[src/rtl/lrupr_pkg.sv]
`timescale 1ns / 1ps
// ============================================================================
// lrupr_pkg: shared types and constants for the LRU page replacement unit
// Token and update structs carried along the frame cell chain, FSM states.
// ============================================================================
package lrupr_pkg;

   // Defaults for the top level parameters
   localparam int FRAMES_DEF    = 8;
   localparam int PAGE_BITS_DEF = 16;

   // Ceilings of the parameter ranges; the chain structs are sized to them
   localparam int MAX_IDX_BITS  = 6;   // FRAMES up to 64
   localparam int MAX_PAGE_BITS = 32;  // PAGE_BITS up to 32

   // Fixed field widths
   localparam int CSR_W      = 4;
   localparam logic [CSR_W-1:0] CSR_RESET = 4'd8;
   localparam int OUT_IDX_W  = 3;
   localparam int OUT_PAGE_W = 16;
   localparam int FAULT_W    = 32;

   typedef enum logic [1:0] {
      ST_IDLE,
      ST_SEARCH,
      ST_UPDATE
   } state_type;

   // Search token: walks the chain one cell per cycle, collecting results
   typedef struct packed {
      logic                     valid;
      logic [MAX_PAGE_BITS-1:0] page;
      logic                     found;
      logic [MAX_IDX_BITS-1:0]  found_idx;
      logic [MAX_IDX_BITS-1:0]  found_rank;
      logic                     empty;
      logic [MAX_IDX_BITS-1:0]  empty_idx;
      logic [MAX_IDX_BITS-1:0]  vict_idx;
      logic [MAX_IDX_BITS-1:0]  vict_rank;
      logic [MAX_PAGE_BITS-1:0] vict_page;
   } tok_type;

   // Update command broadcast to all cells once the search is done
   typedef struct packed {
      logic                     valid;
      logic [MAX_IDX_BITS-1:0]  sel;
      logic [MAX_IDX_BITS-1:0]  pivot;
      logic                     age_all;
      logic                     write_page;
      logic                     set_valid;
      logic [MAX_PAGE_BITS-1:0] page;
   } upd_type;

endpackage

[src/rtl/lrupr_cell.sv]
`timescale 1ns / 1ps
// ============================================================================
// lrupr_cell: one frame of the replacement chain
// Holds page, valid and recency rank; folds itself into the passing search
// token and applies the broadcast update.
// ============================================================================
module lrupr_cell #(
   parameter int IDX       = 0,
   parameter int FRAMES    = lrupr_pkg::FRAMES_DEF,
   parameter int PAGE_BITS = lrupr_pkg::PAGE_BITS_DEF
) (
   input  logic              clock,
   input  logic              reset,
   input  logic              active,
   input  lrupr_pkg::tok_type tok_in,
   output lrupr_pkg::tok_type tok_out,
   input  lrupr_pkg::upd_type upd
);

   localparam int RANK_W = (FRAMES > 1) ? $clog2(FRAMES) : 1;
   localparam logic [RANK_W-1:0] RANK_MAX = RANK_W'(FRAMES - 1);
   localparam logic [lrupr_pkg::MAX_IDX_BITS-1:0] MY_IDX =
      lrupr_pkg::MAX_IDX_BITS'(IDX);

   logic [PAGE_BITS-1:0] page_ff;
   logic                 valid_ff;
   logic [RANK_W-1:0]    rank_ff;
   logic [RANK_W-1:0]    rank_in;
   logic                 valid_in;
   logic [lrupr_pkg::MAX_IDX_BITS-1:0] rank_ext;
   lrupr_pkg::tok_type   tok_ff;
   lrupr_pkg::tok_type   tok_in_nxt;

   assign rank_ext = lrupr_pkg::MAX_IDX_BITS'(rank_ff);
   assign tok_out  = tok_ff;

   // search fold
   always_comb begin
      tok_in_nxt = tok_in;
      if (tok_in.valid && active) begin
         if (!tok_in.found && valid_ff && page_ff == tok_in.page[PAGE_BITS-1:0]) begin
            tok_in_nxt.found      = 1'b1;
            tok_in_nxt.found_idx  = MY_IDX;
            tok_in_nxt.found_rank = rank_ext;
         end
         if (!tok_in.empty && !valid_ff) begin
            tok_in_nxt.empty     = 1'b1;
            tok_in_nxt.empty_idx = MY_IDX;
         end
         // oldest wins; ties keep the lower index
         if (IDX == 0 || rank_ext > tok_in.vict_rank) begin
            tok_in_nxt.vict_idx  = MY_IDX;
            tok_in_nxt.vict_rank = rank_ext;
            tok_in_nxt.vict_page = lrupr_pkg::MAX_PAGE_BITS'(page_ff);
         end
      end
   end

   // update
   always_comb begin
      rank_in  = rank_ff;
      valid_in = valid_ff;
      if (upd.valid && active) begin
         if (upd.sel == MY_IDX) begin
            rank_in = '0;
            if (upd.set_valid) begin
               valid_in = 1'b1;
            end
         end else if (valid_ff && (upd.age_all || rank_ext < upd.pivot) &&
                      rank_ff != RANK_MAX) begin
            rank_in = rank_ff + RANK_W'(1);
         end
      end
   end

   always_ff @(posedge clock) begin
      if (reset) begin
         tok_ff   <= '0;
         valid_ff <= 1'b0;
         rank_ff  <= '0;
      end else begin
         tok_ff   <= tok_in_nxt;
         valid_ff <= valid_in;
         rank_ff  <= rank_in;
      end
   end

   always_ff @(posedge clock) begin
      if (upd.valid && active && upd.sel == MY_IDX && upd.write_page) begin
         page_ff <= upd.page[PAGE_BITS-1:0];
      end
   end

endmodule

[src/rtl/lrupr_ctrl.sv]
`timescale 1ns / 1ps
// ============================================================================
// lrupr_ctrl: sequencer of the LRU page replacement unit
// Injects the search token, picks hit / fill / evict from the chain tail,
// broadcasts the update and presents the result.
// ============================================================================
module lrupr_ctrl #(
   parameter int PAGE_BITS = lrupr_pkg::PAGE_BITS_DEF
) (
   input  logic                               clock,
   input  logic                               reset,
   input  logic                               start,
   output logic                               busy,
   input  logic [PAGE_BITS-1:0]               req_page,
   input  logic                               req_last_reference,
   output lrupr_pkg::tok_type                 tok_inj,
   input  lrupr_pkg::tok_type                 tok_tail,
   output lrupr_pkg::upd_type                 upd,
   output logic                               rsp_valid,
   output logic                               rsp_hit,
   output logic [lrupr_pkg::OUT_IDX_W-1:0]    rsp_frame_index,
   output logic                               rsp_evicted_valid,
   output logic [lrupr_pkg::OUT_PAGE_W-1:0]   rsp_evicted_page,
   output logic [lrupr_pkg::FAULT_W-1:0]      rsp_fault_count,
   output logic                               rsp_end_of_string
);

   lrupr_pkg::state_type state_ff, state_in;
   logic                 accept;
   logic                 decide;

   logic [PAGE_BITS-1:0]              page_ff;
   logic                              last_ff;
   logic [lrupr_pkg::FAULT_W-1:0]     fault_ff, fault_in;
   lrupr_pkg::upd_type                upd_ff, upd_in;
   logic                              hit_ff, hit_in;
   logic                              ev_valid_ff, ev_valid_in;
   logic [lrupr_pkg::OUT_PAGE_W-1:0]  ev_page_ff, ev_page_in;

   assign busy   = (state_ff != lrupr_pkg::ST_IDLE);
   assign accept = start && !busy;
   assign decide = (state_ff == lrupr_pkg::ST_SEARCH) && tok_tail.valid;

   always_comb begin
      tok_inj       = '0;
      tok_inj.valid = accept;
      tok_inj.page  = lrupr_pkg::MAX_PAGE_BITS'(req_page);
   end

   always_comb begin
      state_in = state_ff;
      unique case (state_ff)
         lrupr_pkg::ST_IDLE: begin
            if (accept) begin
               state_in = lrupr_pkg::ST_SEARCH;
            end
         end
         lrupr_pkg::ST_SEARCH: begin
            if (tok_tail.valid) begin
               state_in = lrupr_pkg::ST_UPDATE;
            end
         end
         lrupr_pkg::ST_UPDATE: state_in = lrupr_pkg::ST_IDLE;
         default:              state_in = lrupr_pkg::ST_IDLE;
      endcase
   end

   // hit, fill of the first empty frame, or eviction of the oldest
   always_comb begin
      upd_in      = '0;
      upd_in.page = lrupr_pkg::MAX_PAGE_BITS'(page_ff);
      hit_in      = 1'b0;
      ev_valid_in = 1'b0;
      ev_page_in  = '0;
      fault_in    = fault_ff;
      priority if (tok_tail.found) begin
         hit_in       = 1'b1;
         upd_in.sel   = tok_tail.found_idx;
         upd_in.pivot = tok_tail.found_rank;
      end else if (tok_tail.empty) begin
         upd_in.sel        = tok_tail.empty_idx;
         upd_in.age_all    = 1'b1;
         upd_in.write_page = 1'b1;
         upd_in.set_valid  = 1'b1;
         fault_in          = fault_ff + lrupr_pkg::FAULT_W'(1);
      end else begin
         upd_in.sel        = tok_tail.vict_idx;
         upd_in.pivot      = tok_tail.vict_rank;
         upd_in.write_page = 1'b1;
         ev_valid_in       = 1'b1;
         ev_page_in        = lrupr_pkg::OUT_PAGE_W'(tok_tail.vict_page);
         fault_in          = fault_ff + lrupr_pkg::FAULT_W'(1);
      end
   end

   always_ff @(posedge clock) begin
      if (reset) begin
         state_ff <= lrupr_pkg::ST_IDLE;
         fault_ff <= '0;
      end else begin
         state_ff <= state_in;
         if (decide) begin
            fault_ff <= fault_in;
         end
      end
   end

   always_ff @(posedge clock) begin
      if (accept) begin
         page_ff <= req_page;
         last_ff <= req_last_reference;
      end
      if (decide) begin
         upd_ff      <= upd_in;
         hit_ff      <= hit_in;
         ev_valid_ff <= ev_valid_in;
         ev_page_ff  <= ev_page_in;
      end
   end

   always_comb begin
      upd       = upd_ff;
      upd.valid = (state_ff == lrupr_pkg::ST_UPDATE);
   end

   assign rsp_valid         = (state_ff == lrupr_pkg::ST_UPDATE);
   assign rsp_hit           = hit_ff;
   assign rsp_frame_index   = lrupr_pkg::OUT_IDX_W'(upd_ff.sel);
   assign rsp_evicted_valid = ev_valid_ff;
   assign rsp_evicted_page  = ev_page_ff;
   assign rsp_fault_count   = fault_ff;
   assign rsp_end_of_string = last_ff;

   // token leaves the chain only while a search is pending
   a_tail_in_search: assert property (@(posedge clock) disable iff (reset)
      tok_tail.valid |-> state_ff == lrupr_pkg::ST_SEARCH)
      else $error("search token at chain tail outside search");

   // fault total moves by one on each miss and never otherwise
   a_fault_step: assert property (@(posedge clock) disable iff (reset)
      state_ff == lrupr_pkg::ST_UPDATE |->
         fault_ff == $past(fault_ff) + lrupr_pkg::FAULT_W'(!hit_ff))
      else $error("fault total out of step with hit");

   // an eviction is always a miss
   a_evict_miss: assert property (@(posedge clock) disable iff (reset)
      rsp_valid && rsp_evicted_valid |-> !rsp_hit)
      else $error("eviction reported on a hit");

   // no new item while the chain holds one
   a_no_overlap: assert property (@(posedge clock) disable iff (reset)
      tok_inj.valid |-> state_ff == lrupr_pkg::ST_IDLE && !upd.valid)
      else $error("token injected while busy");

endmodule

[src/rtl/lru_page_replacement_unit.sv]
`timescale 1ns / 1ps
// ============================================================================
// lru_page_replacement_unit: fully associative LRU page replacement
// Chain of frame cells searched by a travelling token, then updated by one
// broadcast; reports hit, frame, evicted page and running fault total.
// ============================================================================
//
// Channel   Direction  Handshake                   Payload
// req_      in         start & !busy               page, last_reference
// rsp_      out        rsp_valid, one-cycle strobe hit, frame_index, evicted_*,
//                                                  fault_count, end_of_string
// csr_      in         csr_wr_en                   frames_in_use (4 bits)
//
// Sequence: the search token steps through one frame cell per cycle; the
//   decision is then registered, and the update is applied while the
//   result is strobed.
// busy is high from the cycle after acceptance until the result cycle ends.
// Reset (synchronous): all frames empty, ranks zero, fault total zero,
//   frames_in_use = 8.
// The receiver cannot stall: each result is shown for exactly one cycle.
//
module lru_page_replacement_unit #(
   parameter int FRAMES    = lrupr_pkg::FRAMES_DEF,
   parameter int PAGE_BITS = lrupr_pkg::PAGE_BITS_DEF
) (
   input  logic                               clock,
   input  logic                               reset,
   // item request
   input  logic                               start,
   output logic                               busy,
   input  logic [PAGE_BITS-1:0]               req_page,
   input  logic                               req_last_reference,
   // result
   output logic                               rsp_valid,
   output logic                               rsp_hit,
   output logic [lrupr_pkg::OUT_IDX_W-1:0]    rsp_frame_index,
   output logic                               rsp_evicted_valid,
   output logic [lrupr_pkg::OUT_PAGE_W-1:0]   rsp_evicted_page,
   output logic [lrupr_pkg::FAULT_W-1:0]      rsp_fault_count,
   output logic                               rsp_end_of_string,
   // frames_in_use register
   input  logic                               csr_wr_en,
   input  logic [lrupr_pkg::CSR_W-1:0]        csr_wr_data
);

   localparam int CNT_W = $clog2(FRAMES + 1);

   logic [lrupr_pkg::CSR_W-1:0] csr_ff;
   logic [CNT_W-1:0]            n_eff;     // frames taking part, clamped
   logic [FRAMES-1:0]           active;
   lrupr_pkg::tok_type          link [FRAMES+1];
   lrupr_pkg::upd_type          upd;

   // frames_in_use register; written only while idle (a rule for the user; the block does not enforce it)
   always_ff @(posedge clock) begin
      if (reset) begin
         csr_ff <= lrupr_pkg::CSR_RESET;
      end else if (csr_wr_en) begin
         csr_ff <= csr_wr_data;
      end
   end

   // zero acts as one, anything above FRAMES acts as FRAMES
   always_comb begin
      priority if (csr_ff == '0) begin
         n_eff = CNT_W'(1);
      end else if (32'(csr_ff) > 32'(FRAMES)) begin
         n_eff = CNT_W'(FRAMES);
      end else begin
         n_eff = CNT_W'(csr_ff);
      end
   end

   // frame cells: link[g] enters cell g, link[g+1] leaves it
   for (genvar g = 0; g < FRAMES; g++) begin : g_cell
      assign active[g] = (32'(g) < 32'(n_eff));

      lrupr_cell #(
         .IDX       (g),
         .FRAMES    (FRAMES),
         .PAGE_BITS (PAGE_BITS)
      ) u_cell (
         .clock   (clock),
         .reset   (reset),
         .active  (active[g]),
         .tok_in  (link[g]),
         .tok_out (link[g+1]),
         .upd     (upd)
      );
   end

   lrupr_ctrl #(
      .PAGE_BITS (PAGE_BITS)
   ) u_ctrl (
      .clock              (clock),
      .reset              (reset),
      .start              (start),
      .busy               (busy),
      .req_page           (req_page),
      .req_last_reference (req_last_reference),
      .tok_inj            (link[0]),
      .tok_tail           (link[FRAMES]),
      .upd                (upd),
      .rsp_valid          (rsp_valid),
      .rsp_hit            (rsp_hit),
      .rsp_frame_index    (rsp_frame_index),
      .rsp_evicted_valid  (rsp_evicted_valid),
      .rsp_evicted_page   (rsp_evicted_page),
      .rsp_fault_count    (rsp_fault_count),
      .rsp_end_of_string  (rsp_end_of_string)
   );

endmodule
[config.mk]
export PLATFORM = sky130hd
export DESIGN_NAME = lru_page_replacement_unit
export DESIGN_NICKNAME = d
export VERILOG_FILES = /design/src/rtl/lrupr_pkg.sv /design/src/rtl/lrupr_cell.sv /design/src/rtl/lrupr_ctrl.sv /design/src/rtl/lru_page_replacement_unit.sv
export SDC_FILE = /design/constraint.sdc
export NUM_CORES = 1
export LEC_CHECK = 0
export ABC_CLOCK_PERIOD_IN_PS = 4770
export BUFFER_PORTS_ARGS = -buffer_cell sky130_fd_sc_hd__buf_2
export CORE_ASPECT_RATIO = 1.75
export CORE_MARGIN = 5
export CORE_UTILIZATION = 66
export DETAILED_ROUTE_END_ITERATION = 6
export GPL_ROUTABILITY_DRIVEN = 0
export PLACE_DENSITY_LB_ADDON = 0.05
export SETUP_SLACK_MARGIN = 0.3
export SLEW_MARGIN = 40
export SYNTH_ARGS = -nofsm -noshare
export SYNTH_HDL_FRONTEND = slang
export SYNTH_SLANG_ARGS = --single-unit
[constraint.sdc]
create_clock -name clock -period 4.77 [get_ports clock]
set_clock_uncertainty 0.05 [all_clocks]
set_input_delay 0.954 -clock clock [delete_from_list [all_inputs] [get_ports clock]]
set_output_delay 0.954 -clock clock [all_outputs]
set_load 0.01 [all_outputs]
==> flow_summary.ini, run 1 <==
[status]
status = complete, no violations

[pwr]
vdd_drop_max_mv = 0.375
power_switching_mw = 1.91
p_int_mw = 7.94
p_comb_share_pct = 1.8
leakagePower_nw = 9.45
clkPwrFrac_pct = 42.7
swShare_pct = 19.4
pwr-share-seq_pct = 55.6
p_per_area_nw_per_um2 = 390

[min_path]
hold_class = register to register

[yosys]
synth-seq-cells = 620
synth_edf_count = 187
synth_cell_types = 53
ys_seq_area_share_pct = 63.0
yosysWarnings = 0
syn-num-nets = 1990
synthFlopType = dfxtp_1
syn_area_sq_um = 22700
synth_cells = 1911
async_flop_share_pct = 0
syn_area_per_cell_sq_um = 11.9

[clock_network]
clk_pin_slew_ps = 70
cts.repair.resized = 0
cts_root_buf = clkbuf_16
cts_sinks = 620
clk_latency_ps = 570
h-tree-depth = 2
cts_buffer_depth = 3
cts_hold_buf = 0
numCtsBuffers = 50
cts_setup_buffers = 0
cts_tree = built

[die]
num_rows = 89
start_util_pct = 67.0
die_h_microns = 255
fp.dieW_microns = 150
dieArea_sq_um = 38300
core_sq_um = 33900
io_pins = 81

[sta]
clock.fmax_mhz = 360
setup_viol = 0
worst_slack_ps = 1990
hold-worst-slack_ps = 370
tns_ps = 0
layout_min_cycle_time_ps = 2780
rsz0062_at_grt = false
fin_crit_sh_pct = 58.3
slew_headroom_pct = 43.8
drv_slew = 0
hold_viol = 0
worst_slew_pin_slew_ps = 844

[global_route]
grt_use_total_pct = 22.6
globalRoute.busiestLayer = met2
use_met3_pct = 2.94
grt_overflow = 0
antenna_found_initial = 0
met1_usage_pct = 22.8
grt_pass1_wl_mm = 67.1
grt_max_degree = 175
gr-usage-met2_pct = 44.3
grt_pass1_vias = 13117

[setup_path]
cp-end-kind = register
cp.required_ps = 4910
path_max_fanout = 16
critical_path_arrival_ps = 2920
critical_path_class = register to register
startpoint_type = register

[routing]
route.detailed.drc = 0
drt-pass1-iter-count = 5
drt-vias-per-instance = 5.30
postRouteAntennaNets = 0
wl_per_cell_microns = 17.3
vias = 13109
routed_wl_mm = 42.8
drt_iter0_drc = 633

[flow_run]
max_cap_viol_count = 0

[cells_and_area]
drive_gt1_share_pct = 9.80
diodes = 0
final_common_cell = dfxtp_1
final_cell_mix = dfxtp_1 (433), nor2_1 (295), edfxtp_1 (187), mux2i_1 (158), nor2b_1 (127)
area.growth.synth_to_final_pct = 11.5
fin_nets = 2058

[place]
post-dp-hpwl_mm = 31.4
post-place-ws_ps = 1780
portBuffers = 80
## layout make-up
type	instances	area [sq um]
clock buffers	71	1470
clock inverters	22	251
fillers	2412	8580
inverters	49	186
multi-input cells	1164	7960
flip-flops and latches	620	14300
well taps	455	569
repair buffers	94	552
## power groups by stage
stage	sequential [mW]	clock, mW	combinational, mW
2_1_floorplan	5.58	0	0.120
3_3_place_gp	5.59	0	0.170
3_5_place_dp	5.59	0	0.173
4_1_cts	5.47	4.28	0.174
5_1_grt	5.47	4.51	0.192
6_report	5.47	4.20	0.176
## Yosys cell counts, drive strengths merged, types with 29 or more instances
| master | count | area, sq um |
|---|---|---|
| nor2b | 127 | 795 |
| mux2i | 158 | 1580 |
| and2 | 50 | 314 |
| nor4 | 29 | 218 |
| inv | 49 | 184 |
| xor2 | 102 | 893 |
| a21oi | 39 | 195 |
| edfxtp | 187 | 5620 |
| nor2 | 295 | 1110 |
| xnor2 | 59 | 517 |
| ha | 54 | 676 |
| dfxtp | 433 | 8670 |
| clkbuf | 55 | 208 |
| nand3 | 31 | 155 |
| nand2 | 43 | 164 |
## logic make-up (layout without fill, tap and decap cells)
logic type / count (synthesis) / in the layout / synth area share, %
DFF: 620 / 620 / 63.0
AOI/OAI and AO/OA: 110 / 110 / 3.20
muxes: 158 / 158 / 6.98
buffers and inverters: 127 / 236 / 2.36
adders and majority gates: 54 / 54 / 2.98
xor gates and xnor gates: 161 / 161 / 6.22
and+or+nand+nor: 681 / 681 / 15.3
## path summary, 6_finish.rpt
| kind | startpoint | endpoint | slack, ps | depth (start not counted) |
|---|---|---|---|---|
| hold / removal | u_ctrl.page_ff[1] | u_ctrl.upd[1] | 370 | 0 |
| hold reg to reg | u_ctrl.page_ff[1] | u_ctrl.upd[1] | 370 | 0 |
| setup reg to reg | u_ctrl.state_ff[0] | g_cell[4].u_cell.page_ff[4] | 1990 | 5 |
| setup / recovery | u_ctrl.state_ff[0] | g_cell[4].u_cell.page_ff[4] | 1990 | 5 |
## routing by layer
metal / wire [microns] / share of wire, %
met3: 1830 / 4.3
met5: 0 / 0
met4: 2290 / 5.4
met1: 14700 / 34
met2: 23900 / 56
## sequential cells by signal, indices dropped and copies added (netlist names)
register / cells
g_cell.u_cell.tok_out: 363
g_cell.u_cell.page_ff: 128
u_ctrl.rsp_fault_count: 32
g_cell.u_cell.rank_ff: 24
u_ctrl.upd: 21
u_ctrl.page_ff: 16
u_ctrl.rsp_evicted_page: 16
g_cell.u_cell.valid_ff: 8
csr_ff: 4
u_ctrl.rsp_frame_index: 3
u_ctrl.state_ff: 2
u_ctrl.rsp_end_of_string: 1
u_ctrl.rsp_evicted_valid: 1
u_ctrl.rsp_hit: 1
## through the flow
stage          cells  total power [mW]  utilization, %  instance area (sq um)
2_1_floorplan   1911              5.70               -                  22700
3_3_place_gp    2381              5.76            69.4                  23500
3_5_place_dp    2381              5.76            69.5                  23500
4_1_cts         2474              9.92            74.6                  25200
5_1_grt         2475              10.2            74.7                  25300
6_report        2475              9.85            74.7                  25300
## worst max-delay path: stages, from the launching register on
cell and delay (ps):
dfxtp_1 340, nand2b_1 340, inv_1 270, nand2_1 140, nor4_1 540, and2_1 710
No activity file was read; power rests on OpenSTA's default activity.
==> run 2: changes to the inputs <==
Settings changed: ABC_AREA from default to 1, ABC_CLOCK_PERIOD_IN_PS 4770 to 2500, CORE_UTILIZATION 66 to 56.
Clock period 4.77 ns to 2.5 ns, I/O delays scaled along.
==> run 2 against run 1 <==
Power up 98%. Count of clock-buffer cells in the layout shrank 1. Synthesized cell count increased by 47%. Wire length rose by 43%. First-iteration DRC count grew 68%. Combinational power is 140% higher. Clock power is 110% higher. Design area grew 7.7%. Critical path depth rose by 4. Global-route usage is 2.6 points higher. Largest cell class unchanged.
==> flow_summary.ini, run 2 <==
[yosys]
async_flop_share_pct = 0
post-synth-top-count-cell = nor2_1
syn_area_sq_um = 24200
syn_area_per_cell_sq_um = 8.60
synth_top_area_share_pct = 35.9
synth_edf_count = 187
yosysTopAreaCell = dfxtp_1
synthFlopType = dfxtp_1
synth_cells = 2812
synthTopCellsByCount = nor2_1 (550), nand2_1 (542), dfxtp_1 (433)
ys_seq_area_share_pct = 59.1
synth.area.top_cells = dfxtp_1 (36%), edfxtp_1 (23%), nor2_1 (8.5%), nand2_1 (8.4%), inv_1 (6.1%)
synth_cell_types = 45
yosysWarnings = 0
synth-seq-cells = 620
syn-num-nets = 2891

[clock_network]
clk_pin_slew_ps = 70
numCtsBuffers = 53
cts_tree = built
clk_latency_ps = 590
cts_sinks = 620
cts_buffer_depth = 3
cts_root_buf = clkbuf_16
h-tree-depth = 2

[global_route]
grt_overflow = 0
grt_pass1_wl_mm = 94.1
antenna_found_initial = 0
grt_pass1_vias = 18146
met1_usage_pct = 23.4
use_met3_pct = 2.62
globalRoute.busiestLayer = met2
gr-usage-met2_pct = 50.2
grt_use_total_pct = 25.1
grt_max_degree = 112

[routing]
postRouteAntennaNets = 0
routed_wl_mm = 61.3
vias = 17993
drt_iter0_drc = 1063
drt-pass1-iter-count = 6
route.detailed.drc = 0
drt-vias-per-instance = 5.11
wl_per_cell_microns = 17.4

[die]
dieArea_sq_um = 47600
start_util_pct = 56.7
die_h_microns = 285
num_rows = 100
fp.dieW_microns = 167
core_sq_um = 42700
io_pins = 81

[sta]
drv_slew = 0
hold_viol = 0
hold-worst-slack_ps = 35.2
worst_slew_pin_slew_ps = 756
rsz0062_at_grt = true
fin_crit_sh_pct = 86.0
tns_ps = 0
setup_viol = 0
layout_min_cycle_time_ps = 2150
clock.fmax_mhz = 465
slew_headroom_pct = 49.6

[setup_path]
rrSetupSlack_ps = 350
reg2reg_depth = 9
critical_path_arrival_ps = 2610
path_max_fanout = 15
critical_path_class = register to register
cp-end-kind = register
startpoint_type = register
reg2reg_to = g_cell[1].u_cell.tok_out[5]
cp.required_ps = 2960
reg2reg_from = g_cell[0].u_cell.tok_out[34]

[cells_and_area]
area.growth.synth_to_final_pct = 12.6
drive_gt1_share_pct = 9.22
finalCoreUtilization_pct = 63.8
design_area_sq_um = 27200
final_cell_mix = nor2_1 (547), nand2_1 (542), dfxtp_1 (433), inv_1 (389), edfxtp_1 (187)
fin_nets = 2995
diodes = 0
largest_reg_flops = 363
final_common_cell = nor2_1

[status]
status = complete, no violations

[place]
post_dp_cell_area_sq_um = 25200
post-dp-hpwl_mm = 46.1
portBuffers = 80

[flow_run]
max_cap_viol_count = 0

[pwr]
p_per_area_nw_per_um2 = 718
vdd_drop_max_mv = 0.817
leakagePower_nw = 11.4

[min_path]
hold_class = primary input to register
hold-path-cell-count = 1
whs_endpoint = u_ctrl.rsp_end_of_string
hp-start = req_last_reference
==> run 2: changes by cell type after synthesis, sizes merged, moves of 49 or more <==
| cell | change |
|---|---|
| xor2 | -80 |
| nor2b | -127 |
| mux2i | -158 |
| o21ai | +131 |
| a21oi | +124 |
| nor2 | +266 |
| inv | +355 |
| nand3 | +61 |
| and2 | -49 |
| nand2 | +502 |
==> run 2: final cells by class <==
class / instances / area, sq um
Clock inverter: 29 / 379
Sequential cell: 620 / 14300
Timing Repair inverter: 1 / 5.00
Fill cell: 3581 / 15400
Multi-Input combinational cell: 1708 / 8020
Timing Repair Buffer: 127 / 808
Clock buffer: 70 / 1490
Tap cell: 561 / 702
Inverter: 405 / 1530
==> run 2: per-layer routing <==
layer  up-vias  wire length (microns)
li1       9071                      -
met1      8204                  20000
met2       498                  34300
met3       220                   2110
met4         0                   4840
met5         -                      0
==> run 2: cell families (layout without fill, tap and decap cells) <==
group | count (synthesis) | count (layout) | synth area share [%]
compound gates | 339 | 339 | 7.28
xor+xnor | 33 | 33 | 1.20
simple gates | 1281 | 1282 | 21.7
fa+ha+maj | 54 | 54 | 2.80
buf+inv | 485 | 632 | 7.97
flops | 620 | 620 | 59.1
==> run 2: worst max-delay path by stage <==
stage	start	endpoint	slack (ps)	cells past startpoint
2_1_floorplan	u_ctrl.rsp_frame_index[0]	g_cell[0].u_cell.page_ff[0]	440	5
3_3_place_gp	g_cell[0].u_cell.tok_out[34]	g_cell[1].u_cell.tok_out[2]	70	9
3_5_place_dp	csr_ff[3]	g_cell[6].u_cell.tok_out[1]	100	8
4_1_cts	csr_ff[3]	g_cell[6].u_cell.tok_out[1]	290	8
5_1_grt	g_cell[0].u_cell.tok_out[34]	g_cell[1].u_cell.tok_out[33]	260	9
6_report	g_cell[0].u_cell.tok_out[34]	g_cell[1].u_cell.tok_out[5]	350	9
==> run 2: what timing repair did <==
item	CTS	global route
hold buffers	0	0
setup buffers	0	7
setup endpoints to repair	20	84
pin swaps	0	1
gates cloned	0	2
gates resized for setup	2	13
==> run 2: per-stage QoR <==
stage	power [mW]	setup slack, ps	std cells
after floorplan	10.9	439	2812
after global placement	11.1	68.5	3413
after detailed placement	11.1	99.5	3413
after CTS	19.7	292	3512
after global routing	20.1	262	3521
final	19.5	350	3521
==> run 2: worst max-delay path, stage by stage, from the launching register on <==
cell	delay (ps)
dfxtp_1	330
inv_1	40
ha_1	330
nand2_1	100
nor2_1	50
a211oi_2	540
nor2_4	210
inv_2	250
nor2_1	60
nor2_1	110
==> run 2: where the power goes <==
group          switching, mW  internal (mW)  total (mW)
Combinational          0.309          0.120       0.430
Sequential            0.0434           10.4        10.4
Clock                   3.61           5.05        8.66
Total                   3.96           15.6        19.5
